File: src/rtl/efd_pkg.sv
// Shared types and constants for the escaped API frame deframer.
package efd_pkg;

    localparam logic [7:0] START_BYTE = 8'h7E;
    localparam logic [7:0] ESC_BYTE   = 8'h7D;
    localparam logic [7:0] ESC_XOR    = 8'h20;
    localparam logic [7:0] SUM_BASE   = 8'hFF;

    typedef enum logic [2:0] {
        PH_HUNT   = 3'd0,
        PH_LEN_HI = 3'd1,
        PH_LEN_LO = 3'd2,
        PH_DATA   = 3'd3,
        PH_CSUM   = 3'd4
    } t_phase;

    typedef enum logic [1:0] {
        KIND_PAYLOAD = 2'd0,
        KIND_GOOD    = 2'd1,
        KIND_BADSUM  = 2'd2,
        KIND_TRUNC   = 2'd3
    } t_kind;

    typedef struct packed {
        t_kind       kind;
        logic [7:0]  payload;
        logic [15:0] index;
        logic [15:0] length;
    } t_result;

endpackage

File: src/rtl/escaped_api_frame_deframer_top.sv
// Top level of the escaped API frame deframer: input register, frame logic, result buffer.
//
// The slave channel takes one raw received byte per word in s_tdata[7:0]. The byte
// is held in an input register, from which the frame logic consumes it,
// removing escapes, reading the big-endian length, summing the data bytes and
// checking the checksum. A byte that yields a result pushes one word into a
// two-entry result buffer; escape bytes, length bytes and bytes taken while hunting
// for the start byte, the start byte included, yield none.
// The master channel carries the result kind in m_tuser[1:0] and, in m_tdata, the
// payload byte, the byte index and the declared frame length.
// A result word passes through the input register and then the result buffer before
// it is presented on the master side. Throughput is one byte per cycle while the
// master side keeps up; the rate is set by the frame state update.
// When the master side stalls, the buffer fills, the input register holds its byte
// and s_tready drops; it rises again in the cycle after a result word is taken, and
// nothing is lost or repeated.
// Synchronous active-low reset empties the input register and the buffer and puts
// the frame logic back to hunting for the start byte.
module escaped_api_frame_deframer_top
    import efd_pkg::*;
(
    input  logic        i_clk,
    input  logic        i_rst_n,
    input  logic        i_s_tvalid,
    output logic        o_s_tready,
    input  logic [7:0]  i_s_tdata,   // [7:0] rx_byte
    output logic        o_m_tvalid,
    input  logic        i_m_tready,
    output logic [39:0] o_m_tdata,   // [7:0] payload_byte, [23:8] byte_index, [39:24] frame_length
    output logic [1:0]  o_m_tuser    // [1:0] result_kind
);

    logic       r_in_valid, n_in_valid;
    logic [7:0] r_in_byte;
    logic       fire;
    logic       fifo_full;
    logic       res_valid;
    t_result    res;
    t_result    out_res;

    assign fire       = r_in_valid && !fifo_full;
    assign o_s_tready = !r_in_valid || fire;

    always_comb begin
        n_in_valid = r_in_valid;
        if (o_s_tready) begin
            n_in_valid = i_s_tvalid;
        end else if (fire) begin
            n_in_valid = 1'b0;
        end
    end

    always_ff @(posedge i_clk) begin
        if (!i_rst_n) begin
            r_in_valid <= 1'b0;
        end else begin
            r_in_valid <= n_in_valid;
        end
    end

    always_ff @(posedge i_clk) begin
        if (o_s_tready && i_s_tvalid) begin
            r_in_byte <= i_s_tdata;
        end
    end

    efd_core u_core (
        .i_clk       (i_clk),
        .i_rst_n     (i_rst_n),
        .i_fire      (fire),
        .i_byte      (r_in_byte),
        .o_res_valid (res_valid),
        .o_res       (res)
    );

    efd_out_fifo u_out_fifo (
        .i_clk   (i_clk),
        .i_rst_n (i_rst_n),
        .i_push  (res_valid),
        .i_data  (res),
        .o_full  (fifo_full),
        .o_valid (o_m_tvalid),
        .i_ready (i_m_tready),
        .o_data  (out_res)
    );

    assign o_m_tdata = {out_res.length, out_res.index, out_res.payload};
    assign o_m_tuser = out_res.kind;

endmodule

File: src/rtl/efd_core.sv
// Frame state machine that turns one received byte into at most one result word.
module efd_core
    import efd_pkg::*;
(
    input  logic    i_clk,
    input  logic    i_rst_n,
    input  logic    i_fire,
    input  logic [7:0] i_byte,
    output logic    o_res_valid,
    output t_result o_res
);

    t_phase      r_phase, n_phase;
    logic        r_esc, n_esc;
    logic [15:0] r_len, n_len;
    logic [15:0] r_seen, n_seen;
    logic [7:0]  r_sum, n_sum;

    logic        is_start;
    logic        is_esc;
    logic        in_frame;
    logic [7:0]  b_val;
    logic [15:0] seen_inc;

    assign is_start = (i_byte == START_BYTE);
    assign is_esc   = !r_esc && (i_byte == ESC_BYTE);
    assign in_frame = (r_phase == PH_LEN_HI) || (r_phase == PH_LEN_LO) ||
                      (r_phase == PH_DATA) || (r_phase == PH_CSUM);
    assign b_val    = r_esc ? (i_byte ^ ESC_XOR) : i_byte;
    assign seen_inc = r_seen + 16'd1;

    always_comb begin
        n_phase = r_phase;
        if (i_fire) begin
            if (!in_frame) begin
                n_phase = is_start ? PH_LEN_HI : PH_HUNT;
            end else if (is_start) begin
                n_phase = PH_LEN_HI;
            end else if (!is_esc) begin
                case (r_phase)
                    PH_LEN_HI: n_phase = PH_LEN_LO;
                    PH_LEN_LO: n_phase = ({r_len[15:8], b_val} == 16'd0) ? PH_CSUM : PH_DATA;
                    PH_DATA:   n_phase = (seen_inc == r_len) ? PH_CSUM : PH_DATA;
                    default:   n_phase = PH_HUNT;
                endcase
            end
        end
    end

    always_comb begin
        n_esc          = r_esc;
        n_len          = r_len;
        n_seen         = r_seen;
        n_sum          = r_sum;
        o_res_valid    = 1'b0;
        o_res.kind     = KIND_PAYLOAD;
        o_res.payload  = 8'd0;
        o_res.index    = r_seen;
        o_res.length   = r_len;
        if (i_fire) begin
            if (!in_frame || is_start) begin
                if (is_start) begin
                    n_esc  = 1'b0;
                    n_len  = 16'd0;
                    n_seen = 16'd0;
                    n_sum  = 8'd0;
                end
                if (in_frame) begin
                    o_res_valid = 1'b1;
                    o_res.kind  = KIND_TRUNC;
                end
            end else if (is_esc) begin
                n_esc = 1'b1;
            end else begin
                n_esc = 1'b0;
                case (r_phase)
                    PH_LEN_HI: n_len = {b_val, 8'd0};
                    PH_LEN_LO: n_len = {r_len[15:8], b_val};
                    PH_DATA: begin
                        o_res_valid   = 1'b1;
                        o_res.kind    = KIND_PAYLOAD;
                        o_res.payload = b_val;
                        n_sum         = r_sum + b_val;
                        n_seen        = seen_inc;
                    end
                    default: begin
                        o_res_valid = 1'b1;
                        o_res.kind  = ((SUM_BASE - r_sum) == b_val) ? KIND_GOOD : KIND_BADSUM;
                    end
                endcase
            end
        end
    end

    always_ff @(posedge i_clk) begin
        if (!i_rst_n) begin
            r_phase <= PH_HUNT;
            r_esc   <= 1'b0;
            r_len   <= 16'd0;
            r_seen  <= 16'd0;
            r_sum   <= 8'd0;
        end else begin
            r_phase <= n_phase;
            r_esc   <= n_esc;
            r_len   <= n_len;
            r_seen  <= n_seen;
            r_sum   <= n_sum;
        end
    end

    a_res_needs_fire: assert property (@(posedge i_clk) disable iff (!i_rst_n)
        o_res_valid |-> i_fire)
        else $error("Result produced without an accepted byte.");

    a_payload_from_data: assert property (@(posedge i_clk) disable iff (!i_rst_n)
        (o_res_valid && o_res.kind == KIND_PAYLOAD) |-> (r_phase == PH_DATA))
        else $error("Payload word outside the data phase.");

    a_status_zero_payload: assert property (@(posedge i_clk) disable iff (!i_rst_n)
        (o_res_valid && o_res.kind != KIND_PAYLOAD) |-> (o_res.payload == 8'd0))
        else $error("Status word carries a nonzero payload.");

    a_start_opens_frame: assert property (@(posedge i_clk) disable iff (!i_rst_n)
        (i_fire && is_start) |=> (r_phase == PH_LEN_HI && r_seen == 16'd0 && r_sum == 8'd0))
        else $error("Start byte did not open a fresh frame.");

endmodule

File: src/rtl/efd_out_fifo.sv
// Two-entry result buffer that decouples the frame logic from the output stall.
module efd_out_fifo
    import efd_pkg::*;
(
    input  logic    i_clk,
    input  logic    i_rst_n,
    input  logic    i_push,
    input  t_result i_data,
    output logic    o_full,
    output logic    o_valid,
    input  logic    i_ready,
    output t_result o_data
);

    t_result    r_mem [2];
    logic       r_wr_ptr, n_wr_ptr;
    logic       r_rd_ptr, n_rd_ptr;
    logic [1:0] r_count, n_count;
    logic       pop;

    assign o_full  = (r_count == 2'd2);
    assign o_valid = (r_count != 2'd0);
    assign o_data  = r_mem[r_rd_ptr];
    assign pop     = o_valid && i_ready;

    always_comb begin
        n_wr_ptr = i_push ? ~r_wr_ptr : r_wr_ptr;
        n_rd_ptr = pop ? ~r_rd_ptr : r_rd_ptr;
        n_count  = r_count + {1'b0, i_push} - {1'b0, pop};
    end

    always_ff @(posedge i_clk) begin
        if (i_push) begin
            r_mem[r_wr_ptr] <= i_data;
        end
    end

    always_ff @(posedge i_clk) begin
        if (!i_rst_n) begin
            r_wr_ptr <= 1'b0;
            r_rd_ptr <= 1'b0;
            r_count  <= 2'd0;
        end else begin
            r_wr_ptr <= n_wr_ptr;
            r_rd_ptr <= n_rd_ptr;
            r_count  <= n_count;
        end
    end

endmodule

File: config.mk
export PLATFORM = sky130hd
export DESIGN_NAME = escaped_api_frame_deframer_top
export DESIGN_NICKNAME = d
export VERILOG_FILES = /design/src/rtl/efd_pkg.sv /design/src/rtl/escaped_api_frame_deframer_top.sv /design/src/rtl/efd_core.sv /design/src/rtl/efd_out_fifo.sv
export SDC_FILE = /design/constraint.sdc
export NUM_CORES = 1
export LEC_CHECK = 0
export ABC_AREA = 1
export BUFFER_PORTS_ARGS = -buffer_cell sky130_fd_sc_hd__buf_2
export CAP_MARGIN = 0
export CORE_MARGIN = 2
export CORE_UTILIZATION = 55
export CTS_BUF_LIST = sky130_fd_sc_hd__clkbuf_4 sky130_fd_sc_hd__clkbuf_8
export CTS_CLUSTER_SIZE = 20
export DETAILED_ROUTE_END_ITERATION = 10
export GPL_TIMING_DRIVEN = 0
export PLACE_DENSITY = 0.77
export SETUP_SLACK_MARGIN = 0.3
export SLEW_MARGIN = 20
export SYNTH_ARGS = -nofsm -noshare
export SYNTH_HDL_FRONTEND = slang
export SYNTH_SLANG_ARGS = --single-unit
File: constraint.sdc
create_clock -name i_clk -period 3.3 [get_ports i_clk]
set_clock_uncertainty 0.15 [all_clocks]
set_input_delay 0.99 -clock i_clk [delete_from_list [all_inputs] [get_ports i_clk]]
set_output_delay 0.99 -clock i_clk [all_outputs]
set_load 0.005 [all_outputs]
Word level (Yosys, flattened, before mapping):

Memory sizes are Yosys's and may differ from the RTL's. A register that Yosys moved wholly into a read port is not among the register bits.
Index checks and enable logic that the tools add are counted.

* register bits after elaboration: 57
* memory bits (writable): 84
* input bits: 12
* word-level logic and storage cells: 100
* memories kept: 1

Memory list
* u_out_fifo.r_mem: depth 2, bits a word 42, read ports 1, clocked after memory_dff 1, wr ports 1, RTL line efd_out_fifo.sv:15 `t_result r_mem [2];`

* add/subtract/negate cells: 5
* equal/unequal tests: 13
* muxes and demuxes: 41
* bitwise gates (word level): 3
* reduce and logical (&&, ||, !) cells: 26

Operator list (count)
* $mux 16: 6
* $mux 8: 6
* $pmux 16 s2: 1
* $mux 10: 2
* $add 16x1->16 const B: 1
* $eq 16x16->1: 1
* $eq 8x7->1 const B: 2
* $logic_not 16->1: 1
* $mux 1: 15
* $mux 3: 5
* $pmux 3 s3: 1
* $add 8x8->8: 1
* $eq 8x8->1: 1
* $mux 2: 4
* $reduce_and 4->1: 2
* $reduce_bool 2->1: 4
* $sub 8x8->8 const A: 1
* $eq 3x2->1 const B: 2
* $mux 6: 1
* $logic_or 1x1->1: 5
* $reduce_and 5->1: 1
* $logic_and 1x1->1: 4
* $logic_not 1->1: 4
* $ne 2x2->1 const B: 2
* other kinds (12): 15

Logic depth before layout (Yosys ltp):

* depth after elaboration: 10
* gate-level depth with buffers: 16

Hierarchy:

A second synthesis with hierarchy kept.

* cell total of the unflattened synthesis: 670
* area, all modules: 6966.7 um2

By module, submodules not included
* efd_out_fifo: instances 1, cells an instance 167, area each 3474.6 um2, seq. area each 2622.5 um2
* efd_core: instances 1, cells an instance 487, area each 3196.8 um2, seq. area each 880.8 um2
* escaped_api_frame_deframer_top: instances 1, cells an instance 16, area each 295.3 um2, seq. area each 260.2 um2

Least setup slack after synthesis:

Ideal clock, no wire load.

* path kind: register to register
* from: register r_in_byte[7]
* to: memory u_out_fifo.r_mem[1][0] in the netlist's numbering, enable pin
* library setup time: 0.443 ns
* arrival: 3.026 ns
* setup slack: -0.319 ns
* cell stages (with the launch flop): 10
* period minus slack after synthesis: 3.619 ns
* cells stage by stage: edfxtp_1 -> inv_2 -> nand4_1 -> inv_2 -> nand4_4 -> nand2_2 -> a31oi_1 -> nor2_1 -> inv_1 -> nor2_1

* longest elaborated chain between the ends: 7

Ends and longest elaborated chain
* start, declared: RTL line escaped_api_frame_deframer_top.sv:34 `logic [7:0] r_in_byte;`
* start signal, assigned: RTL line escaped_api_frame_deframer_top.sv:63 `r_in_byte <= i_s_tdata;`
* $eq 8x7->1: RTL line efd_core.sv:26 `assign is_esc = !r_esc && (i_byte == ESC_BYTE);`
* $logic_and 1x1->1: RTL line efd_core.sv:26
* $mux 1: RTL line efd_core.sv:72 `end else if (is_esc) begin`
* $mux 1 (*): RTL line efd_core.sv:61 `if (!in_frame || is_start) begin`
* $mux 1 (*): RTL line efd_core.sv:60 `if (i_fire) begin`
* named net res_valid: RTL line escaped_api_frame_deframer_top.sv:37 `logic res_valid;`
* $mux 1 (*): RTL line efd_out_fifo.sv:33 `if (i_push) begin`
* $mux 1 (implied by the code) (*): RTL line efd_out_fifo.sv:34 `r_mem[r_wr_ptr] <= i_data;`
* end, declared: RTL line efd_out_fifo.sv:15

Mark *: on every way through the listed nets, which the timed path passes. The rest lies on a longest branch.

==> impl_metrics.csv <==
group,metric,value,unit
run_status,run_status,"complete, no violations",
cts,clockRootBuffer,"clkbuf_8",
logic_synthesis,synth_most_common_cell,"nand2_1",
timing,fin_crit_sh,88.50,%
routing,drc_errors,0,
cts,clk_pin_slew,0.08,ns
layout,area_delta_synth_final,15.50,%
layout,n_fill_cell,915,
critical_path,cp.required,2.16,ns
power_and_ir_drop,pwr_density_cell,487.4,nW/µm²
layout,n_antenna_cell,0,
timing,setup_viol,0,
cts,cts_tree,"yes",
critical_path,r2r_slack,0.43,ns
critical_path,crit_fanout,10,
timing,layout_setup_ws,0.3796,ns
logic_synthesis,ys_types,37,
cts,cts_inserted_buffers,17,
placed_design,dp_hpwl,10.43,mm
cts,htreeDepth,4,
critical_path,cp_top_family,"buffers and inverters",
placed_design,place_congestion,0.8914,
critical_path,rr_worst_depth,9,
critical_path,reg2reg_to,"u_out_fifo.r_mem[0][36]",
critical_path,path_common_cell,"buf_2",
logic_synthesis,mappedNetlistArea,6456,µm²
routing,route.vias.total,4966,
routing,ant_nets,0,
critical_path,startpoint_type,"register",
logic_synthesis,synth_compound_area_share,7.500,%
logic_synthesis,seq_area_frac_synth,58.29,%
logic_synthesis,synthSimpleGateAreaFrac,18.93,%
placed_design,io_buffers,55,
timing,slew_viol_final,0,
timing,fmax,0.3424,GHz
layout,nets,743,
cts,ctsHoldBuffers,0,
logic_synthesis,synthXorXnorAreaFrac,0.8140,%
power_and_ir_drop,leakage,2.813,nW
logic_synthesis,ys_top_cells_by_count,"nand2_1, edfxtp_1, inv_1",
die,core_area,11420,µm²
critical_path,r2r_start,"r_in_byte[7]",
logic_synthesis,synthArstFlopShare,0,%
die,start_util,56.54,%
placed_design,dp_slack,0.3839,ns
cts,cts_buffer_depth,2,
die,boundaryPins,56,
routing,drtIter0Drc,490,
critical_path,slowest_delay,0.37,ns
layout,multiInputGateArea,2399,µm²
die,fp.dieArea,12620,µm²
critical_path,cp_slowest_cell,"mux2_2",
hold_path,min_to,"u_out_fifo.r_rd_ptr",
critical_path,crit_arrival,1.78,ns
die,dieWidth,112.3,µm
layout,drive_above_1_share,22.65,%
logic_synthesis,ys.flop_type,"edfxtp_1",
cts,clock_latency,0.45,ns
logic_synthesis,synth_cells,642,
critical_path,path_cells,"clkbuf_2 > buf_2 > mux2_2 > buf_2",
routing,first_pass_iters,5,
logic_synthesis,yosys_register_bits,142,
logic_synthesis,synth_top_area_share,42.79,%
global_route,grt_pass1_wl,23.57,mm
timing,finalHoldViolCount,0,
power_and_ir_drop,ir_drop,0.0002814,V
logic_synthesis,synth-warning-count,0,
timing,worstMarginPinSlew,0.8063,ns
hold_path,hold_start,"u_out_fifo.r_rd_ptr",
logic_synthesis,synth_edf_count,92,
logic_synthesis,synthAdderAreaFrac,2.248,%
timing,slew_headroom,46.19,%
die,die_h,112.3,µm
critical_path,crit_path_end_kind,"output pin",
cts,cts_setup_buffers,0,
routing,viasPerCell,5.669,
die,rows,39,
routing,wirelength,14.69,mm
timing,rsz0062_at_grt,"true",
layout,seq_area,3764,µm²
flow_run,drv_cap,0,
hold_path,hold_class,"reg2reg",
global_route,track_usage,24.04,%
routing,wire_per_inst,16.77,µm
logic_synthesis,yosysTopAreaCell,"edfxtp_1",
critical_path,critical_path_class,"reg2out",
logic_synthesis,synthMuxAreaShare,7.326,%
global_route,grt_max_degree,23,
layout,post-route-util,65.31,%
critical_path,crit_buf_inv,3,
logic_synthesis,synth.avg_cell_area,10.06,µm²
global_route,overflow,0,
hold_path,min_path_cells,1,
logic_synthesis,syn-num-nets,665,
logic_synthesis,synth_top_family_by_area,"simple AND/OR/NAND/NOR gates",
global_route,grt_pass1_vias,4821,
cts,clock_sinks,142,
global_route,antenna_found_initial,0,
logic_synthesis,synth.top_cells.by_area,"edfxtp_1, dfxtp_1, nand2_1",
timing,fin_crit,2.920,ns
worst register-to-register path, delay by kind of cell (launching register included):
family	cells	cell delay, ns
simple gates	5	1.32
buf+inv	3	0.42
flops	1	0.55
compound gates	1	0.07
final cells by class:
cell class                      count  area share (%)
Sequential cell                   142           50.47
Multi-Input combinational cell    421           32.16
Timing Repair Buffer               58           4.799
Clock buffer                       18           3.238
Inverter                           64           3.221
Clock inverter                     14           2.550
Tap cell                          143           2.399
Buffer                             16           1.158
cells by family (layout without fill, tap and decap cells):
logic type,Yosys count,after routing
XOR/XNOR,6,6
multiplexers,42,42
buffers and inverters,80,170
flip-flops,142,142
adder cells (fa/ha/maj),11,11
AO/OA/AOI/OAI,85,85
AND/OR/NAND/NOR,276,277
layer usage:
metal | global-route usage [%] | up-vias | share of wire [%]
li1 | - | 2382 | -
met1 | 31.43 | 2317 | 41
met2 | 38.80 | 217 | 48
met3 | 4.482 | 50 | 7.4
met4 | 11.87 | 0 | 3.5
met5 | 0 | - | 0
flip-flops by register name, summed over array words and instances, names as in the netlist, named ones only:
register and flops:
u_core.r_phase 3, u_out_fifo.r_mem 84, u_core.r_seen 16, u_out_fifo.r_rd_ptr 1
u_core.r_len 16, r_in_valid 1, u_out_fifo.r_wr_ptr 1, u_core.r_sum 8
r_in_byte 8, u_out_fifo.r_count 2, u_core.r_esc 1
repair_timing:
| action | 4_1_cts | 5_1_grt |
|---|---|---|
| gates cloned | 0 | 1 |
| resized for setup | 5 | 6 |
| pin swaps | 0 | 1 |
| endpoints found under the setup margin | 40 | 56 |
| endpoints found under the hold margin | 0 | 0 |
where the power goes:
group | switching [mW] | internal [mW]
Sequential | 0.0216 | 1.89
Clock | 0.670 | 0.832
Combinational | 0.115 | 0.110
Total | 0.806 | 2.83
metrics by stage:
step	power [mW]	instances	area [µm²]	hold slack, ns	setup TNS (ns)
floorplan	2.082	642	6461	0.2755	0
global placement	2.164	840	6915	0.2865	-39.81
detailed placement	2.169	843	7008	0.2887	0
CTS	3.650	875	7446	0.3131	0
global route	3.744	876	7457	0.3430	0
finish	3.634	876	7457	0.3145	0
worst max-delay path by stage:
stage	startpoint	to	slack [ns]	depth (start not counted)
final	register	o_m_tdata[5]	0.38	4
after global routing	r_in_byte[7]	u_out_fifo.r_mem[0][36]	0.28	9
after CTS	register	o_m_tdata[27]	0.30	4
after detailed placement	r_in_byte[7]	u_out_fifo.r_mem[0][26]	0.38	10
after global placement	r_in_byte[7]	u_out_fifo.r_mem[1][24]	-0.48	9
after floorplan	r_in_byte[7]	u_out_fifo.r_mem[1][0]	0.38	9
cells in the final DEF (no fill, tap or decap), types with 3 or more instances in the layout:
cell	Yosys	layout
a211oi_1	11	11
a21oi_1	55	55
buf_16	0	3
buf_2	3	60
bufinv_16	0	4
clkbuf_1	11	6
clkbuf_4	0	3
clkbuf_8	0	17
clkinvlp_4	0	4
dfxtp_1	50	50
edfxtp_1	92	92
ha_1	10	10
inv_1	58	58
inv_2	5	5
inv_6	0	3
mux2_2	42	42
nand2_1	141	141
nand2_2	3	3
nand3_1	47	47
nand3b_1	3	3
nand4_1	15	15
nor2_1	51	49
nor2_2	4	5
nor2_4	3	5
nor3_1	3	3
nor4_1	3	3
o21ai_0	9	9
o21ai_2	3	3
xnor2_1	3	3
xor2_1	3	3
Power figures use the tool's default switching activity.
